--- src/design/tksd_pkg.sv ---
// shared types and constants for the terminal key sequence decoder
package tksd_pkg;

  typedef enum logic [2:0] {
    MODE_IDLE = 3'b001,
    MODE_ESC  = 3'b010,
    MODE_SEQ  = 3'b100
  } mode_e;

  localparam logic [7:0] ChrEsc    = 8'h1B;
  localparam logic [7:0] ChrCr     = 8'h0D;
  localparam logic [7:0] ChrLf     = 8'h0A;
  localparam logic [7:0] ChrDel    = 8'h7F;
  localparam logic [7:0] ChrBs     = 8'h08;
  localparam logic [7:0] ChrCsi    = 8'h5B;
  localparam logic [7:0] ChrSs3    = 8'h4F;
  localparam logic [7:0] ChrTilde  = 8'h7E;
  localparam logic [7:0] FinalLow  = 8'h40;
  localparam logic [7:0] FinalHigh = 8'h7E;

  // final bytes of a sequence
  localparam logic [7:0] FinUp    = 8'h41;
  localparam logic [7:0] FinDown  = 8'h42;
  localparam logic [7:0] FinRight = 8'h43;
  localparam logic [7:0] FinLeft  = 8'h44;
  localparam logic [7:0] FinEnd   = 8'h46;
  localparam logic [7:0] FinHome  = 8'h48;

  // parameter digits used with the tilde final byte
  localparam logic [7:0] ParZero = 8'h30;
  localparam logic [7:0] Par1    = 8'h31;
  localparam logic [7:0] Par2    = 8'h32;
  localparam logic [7:0] Par3    = 8'h33;
  localparam logic [7:0] Par4    = 8'h34;
  localparam logic [7:0] Par5    = 8'h35;
  localparam logic [7:0] Par6    = 8'h36;
  localparam logic [7:0] Par7    = 8'h37;
  localparam logic [7:0] Par8    = 8'h38;

  localparam logic [8:0] KeyUp        = 9'h100;
  localparam logic [8:0] KeyDown      = 9'h101;
  localparam logic [8:0] KeyLeft      = 9'h102;
  localparam logic [8:0] KeyRight     = 9'h103;
  localparam logic [8:0] KeyHome      = 9'h104;
  localparam logic [8:0] KeyEnd       = 9'h105;
  localparam logic [8:0] KeyPgUp      = 9'h106;
  localparam logic [8:0] KeyPgDn      = 9'h107;
  localparam logic [8:0] KeyDelete    = 9'h108;
  localparam logic [8:0] KeyEnter     = 9'h109;
  localparam logic [8:0] KeyBackspace = 9'h10A;

endpackage

--- src/design/terminal_key_sequence_decoder.sv ---
// terminal key sequence decoder: bytes in, logical key codes out
//
// s_axis carries received terminal bytes, one per beat, in tdata[7:0].
// m_axis carries decoded keys: tdata[8:0] is the key code (0..255 plain
// byte, 256 and up for arrows, home, end, page keys, delete, enter and
// backspace), tuser is set when an escape sequence was not recognized,
// with the key code then zero.
// ESC when idle, the '[' or 'O' after it and parameter bytes give no output beat;
// every other input byte gives exactly one.
// An output beat appears in the cycle after its input beat is accepted. One byte is taken
// every cycle: the decode is a single level of logic between the sequence
// state registers and one output register, and the input is ready whenever
// that register is empty or being drained in the same cycle.
// When the receiver stalls with a key pending, input is held off until the
// pending key is taken.
// Reset clears the sequence state to idle and drops any pending output.
// PARAM_BUFFER_BYTES sets how many parameter bytes are counted (one less
// than it, at most seven); only a single kept byte decodes with '~'.
module terminal_key_sequence_decoder #(
  parameter int PARAM_BUFFER_BYTES = 8
) (
  input  logic       clk_i,
  input  logic       rst_ni,
  input  logic       s_axis_tvalid_i,
  output logic       s_axis_tready_o,
  input  logic [7:0] s_axis_tdata_i,   // [7:0] rx_byte
  output logic       m_axis_tvalid_o,
  input  logic       m_axis_tready_i,
  output logic [15:0] m_axis_tdata_o,  // [8:0] key_code, [15:9] zero
  output logic       m_axis_tuser_o    // [0] key_error
);

  localparam int KeepInt = (PARAM_BUFFER_BYTES - 1 > 7) ? 7 :
                           ((PARAM_BUFFER_BYTES - 1 < 0) ? 0 : PARAM_BUFFER_BYTES - 1);
  localparam logic [2:0] KeepLimit = 3'(KeepInt);

  tksd_pkg::mode_e mode_q, mode_d;
  logic [7:0] first_q, first_d;
  logic [2:0] cnt_q, cnt_d;

  logic       out_valid_q;
  logic [8:0] code_q;
  logic       err_q;

  logic       res_valid;
  logic [8:0] res_code;
  logic       res_err;
  logic       accept;
  logic [7:0] rx;

  assign rx              = s_axis_tdata_i;
  assign s_axis_tready_o = !out_valid_q || m_axis_tready_i;
  assign accept          = s_axis_tvalid_i && s_axis_tready_o;

  always_comb begin
    mode_d    = mode_q;
    first_d   = first_q;
    cnt_d     = cnt_q;
    res_valid = 1'b0;
    res_code  = '0;
    res_err   = 1'b0;
    unique case (mode_q)
      tksd_pkg::MODE_ESC: begin
        if (rx == tksd_pkg::ChrCsi || rx == tksd_pkg::ChrSs3) begin
          mode_d  = tksd_pkg::MODE_SEQ;
          cnt_d   = '0;
          first_d = '0;
        end else begin
          mode_d    = tksd_pkg::MODE_IDLE;
          res_valid = 1'b1;
          res_err   = 1'b1;
        end
      end
      tksd_pkg::MODE_SEQ: begin
        if (rx >= tksd_pkg::FinalLow && rx <= tksd_pkg::FinalHigh) begin
          mode_d    = tksd_pkg::MODE_IDLE;
          res_valid = 1'b1;
          res_err   = 1'b1;
          unique case (rx)
            tksd_pkg::FinUp: begin
              res_code = tksd_pkg::KeyUp;
              res_err  = 1'b0;
            end
            tksd_pkg::FinDown: begin
              res_code = tksd_pkg::KeyDown;
              res_err  = 1'b0;
            end
            tksd_pkg::FinRight: begin
              res_code = tksd_pkg::KeyRight;
              res_err  = 1'b0;
            end
            tksd_pkg::FinLeft: begin
              res_code = tksd_pkg::KeyLeft;
              res_err  = 1'b0;
            end
            tksd_pkg::FinHome: begin
              res_code = tksd_pkg::KeyHome;
              res_err  = 1'b0;
            end
            tksd_pkg::FinEnd: begin
              res_code = tksd_pkg::KeyEnd;
              res_err  = 1'b0;
            end
            tksd_pkg::ChrTilde: begin
              if (cnt_q == 3'd1) begin
                res_err = 1'b0;
                unique case (first_q) inside
                  tksd_pkg::Par3:                 res_code = tksd_pkg::KeyDelete;
                  tksd_pkg::Par1, tksd_pkg::Par7: res_code = tksd_pkg::KeyHome;
                  tksd_pkg::Par4, tksd_pkg::Par8: res_code = tksd_pkg::KeyEnd;
                  tksd_pkg::Par5:                 res_code = tksd_pkg::KeyPgUp;
                  tksd_pkg::Par6:                 res_code = tksd_pkg::KeyPgDn;
                  default:                        res_err  = 1'b1;
                endcase
              end
            end
            default: res_err = 1'b1;
          endcase
        end else if (cnt_q < KeepLimit) begin
          // only the first parameter byte is kept, the rest are counted
          if (cnt_q == 3'd0) begin
            first_d = rx;
          end
          cnt_d = cnt_q + 3'd1;
        end
      end
      default: begin
        mode_d = tksd_pkg::MODE_IDLE;
        if (rx == tksd_pkg::ChrEsc) begin
          mode_d = tksd_pkg::MODE_ESC;
        end else begin
          res_valid = 1'b1;
          if (rx == tksd_pkg::ChrCr || rx == tksd_pkg::ChrLf) begin
            res_code = tksd_pkg::KeyEnter;
          end else if (rx == tksd_pkg::ChrDel || rx == tksd_pkg::ChrBs) begin
            res_code = tksd_pkg::KeyBackspace;
          end else begin
            res_code = {1'b0, rx};
          end
        end
      end
    endcase
  end

  always_ff @(posedge clk_i or negedge rst_ni) begin
    if (!rst_ni) begin
      mode_q  <= tksd_pkg::MODE_IDLE;
      first_q <= '0;
      cnt_q   <= '0;
    end else if (accept) begin
      mode_q  <= mode_d;
      first_q <= first_d;
      cnt_q   <= cnt_d;
    end
  end

  always_ff @(posedge clk_i or negedge rst_ni) begin
    if (!rst_ni) begin
      out_valid_q <= 1'b0;
    end else if (accept && res_valid) begin
      out_valid_q <= 1'b1;
    end else if (m_axis_tready_i) begin
      out_valid_q <= 1'b0;
    end
  end

  always_ff @(posedge clk_i) begin
    if (accept && res_valid) begin
      code_q <= res_code;
      err_q  <= res_err;
    end
  end

  assign m_axis_tvalid_o = out_valid_q;
  assign m_axis_tdata_o  = {7'b0, code_q};
  assign m_axis_tuser_o  = err_q;

endmodule

--- config.mk ---
export PLATFORM = sky130hd
export DESIGN_NAME = terminal_key_sequence_decoder
export DESIGN_NICKNAME = d
export VERILOG_FILES = /design/src/design/tksd_pkg.sv /design/src/design/terminal_key_sequence_decoder.sv
export SDC_FILE = /design/constraint.sdc
export NUM_CORES = 1
export LEC_CHECK = 0
export BUFFER_PORTS_ARGS = -buffer_cell sky130_fd_sc_hd__buf_2
export CAP_MARGIN = 20
export CORE_ASPECT_RATIO = 0.6
export CORE_MARGIN = 2
export CORE_UTILIZATION = 36
export CTS_CLUSTER_DIAMETER = 120
export DETAILED_ROUTE_END_ITERATION = 6
export GPL_TIMING_DRIVEN = 0
export PLACE_DENSITY_LB_ADDON = 0.12
export SYNTH_ARGS = -nofsm -noshare
export SYNTH_HDL_FRONTEND = slang
export SYNTH_SLANG_ARGS = --single-unit
--- constraint.sdc ---
create_clock -name clk_i -period 1.9 [get_ports clk_i]
set_input_delay 0.38 -clock clk_i [delete_from_list [all_inputs] [get_ports clk_i]]
set_output_delay 0.38 -clock clk_i [all_outputs]
set_load 0.05 [all_outputs]
# Word-level counts from Yosys, hierarchy flattened
# Cells that the tools add are included.
[classes]
addsub = 1
mul = 0
n_div = 0
order_cmp = 3
n_eq_ne = 29
shifts = 0
mux = 32
n_bitwise = 0
reduce_logical = 18
[ops]
columns = ["cell", "n"]
rows = [
  ["8-bit by 7-bit equality test with 1-bit output, second input constant", 10],
  ["9-bit case mux with 7 select lines", 1],
  ["8-bit by 6-bit equality test with 1-bit output, second input constant", 7],
  ["9-bit 2-to-1 mux", 5],
  ["9-bit case mux with 5 select lines", 1],
  ["8-bit 2-to-1 mux", 4],
  ["8-bit by 4-bit equality test with 1-bit output, second input constant", 3],
  ["9-bit case mux with 2 select lines", 1],
  ["8-bit case mux with 2 select lines", 1],
  ["3-bit 2-to-1 mux", 5],
  ["3-bit case mux with 2 select lines", 2],
  ["2-bit != test, second input constant", 5],
  ["8-bit by 5-bit equality test with 1-bit output, second input constant", 1],
  ["8-bit by 7-bit greater-or-equal comparator with 1-bit output, second input constant", 1],
  ["8-bit by 7-bit less-or-equal comparator with 1-bit output, second input constant", 1],
  ["1-bit 2-to-1 mux", 8],
  ["7-bit OR reduction", 1],
  ["1-bit case mux with 2 select lines", 3],
  ["6-bit AND reduction", 1],
  ["6-bit OR reduction", 1],
  ["5-bit AND reduction", 1],
  ["1-bit logical OR", 4],
  ["2-bit nonzero test", 2],
  ["2-bit OR reduction", 2],
  ["10 further kinds", 12],
]
[word_totals]
regBits = 25
latchBits = 0
mem_bits_rw = 0
rom_bits = 0
inputBits = 12
mem_count = 0

# Depth between registers and ports, before layout
[depth]
ltp_word = 7
mapped_depth = 7
mapped_depth_nobuf = 7

# Worst setup path after synthesis
# Ideal clock, no wire load.
[synth_timing]
path_kind = "reg-to-reg"
startpoint = "register out_valid_q (netlist: m_axis_tvalid_o)"
endpoint = "register code_q[0], enable pin"
setup_ps = 378
arrival_ps = 2023
t_required_ps = 1522
slack_ps = -501
stages_incl_launch_ff = 5
path_buffers = 0
cell_sequence = "dfrtp_1 nand2b_1 and2_0 o21ai_0 nor2_1"
[synth_via]
elab_chain_cells = 4
[synth_lines]
columns = ["element", "line_no", "text"]
rows = [
  ["start: declaration", "terminal_key_sequence_decoder.sv:41", "logic out_valid_q;"],
  ["start signal: assignment", "terminal_key_sequence_decoder.sv:159", "out_valid_q <= 1'b0;"],
  ["start signal: assignment", "terminal_key_sequence_decoder.sv:161", "out_valid_q <= 1'b1;"],
  ["start signal: assignment", "terminal_key_sequence_decoder.sv:163", "out_valid_q <= 1'b0;"],
  ["1-bit logical NOT", "terminal_key_sequence_decoder.sv:52", "assign s_axis_tready_o = !out_valid_q || m_axis_tready_i;"],
  ["1-bit logical OR", "terminal_key_sequence_decoder.sv:52", ""],
  ["via s_axis_tready_o", "terminal_key_sequence_decoder.sv:25", "output logic s_axis_tready_o,"],
  ["1-bit logical AND", "terminal_key_sequence_decoder.sv:53", "assign accept = s_axis_tvalid_i && s_axis_tready_o;"],
  ["1-bit logical AND", "terminal_key_sequence_decoder.sv:168", "if (accept && res_valid) begin"],
  ["end signal: assignment", "terminal_key_sequence_decoder.sv:169", "code_q <= res_code;"],
  ["end: declaration", "terminal_key_sequence_decoder.sv:42", "logic [8:0] code_q;"],
]
# The timed path passes the listed nets, and every way through them passes these cells.
# A chain may end at the register's enable or synchronous reset.

# Final worst setup path
[layout_timing]
startpoint = "register mode_q[1]"
endpoint = "register code_q[2], enable pin"
[layout_via]
elab_chain_cells = 3
word_cells_on_any_way = 4
classes_between = "eq/ne (2); mux (1); reduce/logical (1)"
[layout_lines]
columns = ["element", "line_no", "text"]
rows = [
  ["start: declaration", "terminal_key_sequence_decoder.sv:37", "tksd_pkg::mode_e mode_q, mode_d;"],
  ["start signal: assignment", "terminal_key_sequence_decoder.sv:147", "mode_q <= tksd_pkg::MODE_IDLE;"],
  ["start signal: assignment", "terminal_key_sequence_decoder.sv:151", "mode_q <= mode_d;"],
  ["3-bit equality test / 3-bit by 2-bit equality test with 1-bit output (equally long branches)", "terminal_key_sequence_decoder.sv:62", "unique case (mode_q)"],
  ["1-bit case mux with 2 select lines (*)", "terminal_key_sequence_decoder.sv:62", ""],
  ["1-bit logical AND (*)", "terminal_key_sequence_decoder.sv:168", ""],
]
# Mark *: on every way between the ends. The rest lies on a longest branch, timed or not.

==> flow_summary.yaml <==
cts:
  root_buffer: "clkbuf_8"
  cts_buffers: 3
  clock-sinks: 25
  clk_pin_slew_ns: 0.09
  clkLatencyLatePin_ns: 0.27
  cts_tree: "done"
  clockBufferDepth: 2
  htreeDepth: 1
worst_setup_path:
  endpoint_kind: "flip-flop"
  max_stage_delay_ns: 0.44
  path_cells: "or3b_4, a221oi_4, nor3b_2, nor2_4, buf_12"
  arrival_ns: 1.82
  crit_buf_inv: 1
  required_ns: 1.90
  crit_type: "flip-flop to flip-flop"
  path_max_fanout: 11
  start_kind: "flip-flop"
  slowest_stage: "or3b_4"
  crit_family: "simple AND/OR/NAND/NOR gates"
timing:
  hold_violations: 0
  finalCriticalPeriod_ns: 1.82
  setup_viol: 0
  slew_viol_final: 0
  period_share: 0.958
  clock.fmax_mhz: 549
  rsz0062_at_grt: "no"
  totalNegativeSetupSlack_ns: 0
  skew_ns: 0.00103
grt:
  grt_pass1_vias: 1409
  grt_pass1_wl_um: 6990
  grt_overflow_total: 0
  grt_util_met3: 0.0364
  globalRouteMet1Util: 0.242
  grt_antenna_before_repair: 0
  grt_util_met2: 0.251
  track_usage: 0.166
  grt_max_degree: 16
  grt-busiest-layer: "met2"
job:
  maxCapViolations: 0
detailed_routing:
  wl_per_cell_um: 15.4
  drtIter0Drc: 45
  num_vias: 1530
  drcViolationCount: 0
  antenna_left: 0
  drt_wl_total_um: 4370
  vias_per_cell: 5.39
  firstDrtPassIters: 4
floorplanning:
  die-area_mm2: 0.00548
  die_w_um: 94.2
  core_mm2: 0.00464
  die_h_um: 58.2
  io_pins: 31
  initial_core_util: 0.379
  rows: 19
synth:
  synthArstFlopShare: 0.600
  synthCells: 182
  yosysUniqueCellTypes: 58
  synthesis.area_mm2: 0.00176
  synth_area_per_cell_um2: 9.67
  ys_ff_latch: 25
  synth_edf_count: 10
  ys_warn_count: 0
  synth_ff_type: "dfrtp_1"
  seq_area_frac_synth: 0.385
finish:
  diodes: 0
  drive_gt1_frac: 0.317
  layout.nets: 237
  area_growth_pct: 22.5
power_and_ir_drop:
  leakagePower_nw: 0.880
  power_mw: 1.62
  p_per_area_mw_per_mm2: 750
  ir_worst_vdd_mv: 0.304
place:
  hpwl_um: 3360
  io_buffers: 23
  gp_congestion: 0.805
outcome:
  run_status: "finished, final reports clean"
min_path:
  worstHoldPathType: "input pin to asynchronous set/reset pin"
per-layer routing:
metal  routed length [µm]  vias up
met3                  120        6
met5                    0        -
met4                   42        0
met2                 2020       24
met1                 2190      750
li1                     -      750
timing repair:
item                                    CTS  global route
setup buffers                             2             4
pin swaps                                 2             2
hold buffers                              0             0
endpoints found under the setup margin   16            26
resized for setup                         5            10
logic make-up after synthesis:
kind of cell,Yosys count,share of synthesized area
simple gates,70,0.276
compound gates,56,0.219
flops,25,0.385
buf+inv,21,0.0647
fa+ha+maj,3,0.0213
xor+xnor,3,0.0149
mux,3,0.0171
other cells,1,0.00213
sequential cells by signal (all words and copies together), names as in the netlist:
register         flops
first_q              8
m_axis_tvalid_o      1
code_q               9
mode_q               3
cnt_q                3
m_axis_tuser_o       1
cell usage in the layout (no fill, tap or decap), types with 3 or more instances in the layout:
master,Yosys,layout
o22ai_1,5,5
nand3_1,4,3
edfxtp_1,10,10
ha_1,3,3
dfrtp_1,14,13
nand4_1,4,4
o21ai_0,11,11
a21oi_1,11,10
buf_2,1,24
nand2b_1,6,5
xnor2_1,3,3
and2_1,5,5
o31ai_1,6,6
nor3_1,3,3
nand2_1,11,11
o21ai_1,6,5
inv_1,6,6
mux2i_1,3,3
clkbuf_1,6,4
nor2_1,10,9
nor2b_1,3,3
buf_4,7,12
conb_1,1,7
clkbuf_8,0,3
per-stage QoR:
step	instances	cell area, µm²	hold slack [ns]	setup WS, ns	utilization
finish	284	2160	0.000197	0.0795	0.465
global route	284	2160	0.0151	0.0116	0.465
CTS	280	2090	0.00543	0.0267	0.452
detailed placement	274	1990	0.309	-0.359	0.429
global placement	274	1990	0.304	-0.319	0.429
floorplan	188	1790	0.0844	0.0134	-
worst register-to-register path: cells and delay by family (launching register included):
family	cells	cell delay, ns
AND/OR/NAND/NOR	3	0.71
flip-flops	1	0.43
buffers and inverters	1	0.14
AO/OA/AOI/OAI	1	0.28
power by group:
part | switching (mW) | total (mW) | internal [mW]
clock | 0.178 | 0.325 | 0.147
sequential | 0.0389 | 0.665 | 0.626
combinational | 0.398 | 0.628 | 0.229
synthesized netlist by cell type (all sizes together) (4+ instances only):
master  count  area share
nand2b      7       0.029
a21oi      12       0.041
nand3       4       0.011
nor2       10       0.021
buf         9       0.039
o22ai       5       0.018
and2        6       0.021
nand4       4       0.014
dfrtp      14        0.20
nor3        4       0.014
clkbuf      6       0.013
edfxtp     10        0.17
o21ai      17       0.048
nand2      11       0.023
o31ai       6       0.026
inv         6       0.013
nor2b       4       0.018
area by class of cell:
type	count	area [µm²]
clock buffers	3	41.3
well taps	63	78.8
fillers	454	2480
plain buffers	15	93.8
multi-input cells	142	1060
inverters	6	22.5
clock inverters	1	5.00
flip-flops and latches	25	678
repair buffers	29	173
worst paths after layout:
| check | startpoint | to | slack, ns | cells past startpoint |
|---|---|---|---|---|
| max | mode_q[1]$_DFFE_PN0P_ | code_q[2]$_DFFE_PP_ | 0.08 | 5 |
| min | rst_ni | cnt_q[0]$_DFFE_PN0P_ | 0.0002 | 1 |
| min in group clk_i | s_axis_tdata_i[7] | first_q[7]$_DFFE_PN0P_ | 0.42 | 3 |
| max in group asynchronous | rst_ni | mode_q[0]$_DFFE_PN1P_ | 1.60 | 1 |
| min reg2reg | first_q[5]$_DFFE_PN0P_ | first_q[5]$_DFFE_PN0P_ | 0.55 | 2 |
| max reg2reg | mode_q[1]$_DFFE_PN0P_ | code_q[2]$_DFFE_PP_ | 0.08 | 5 |
Power figures use the tool's default switching activity.
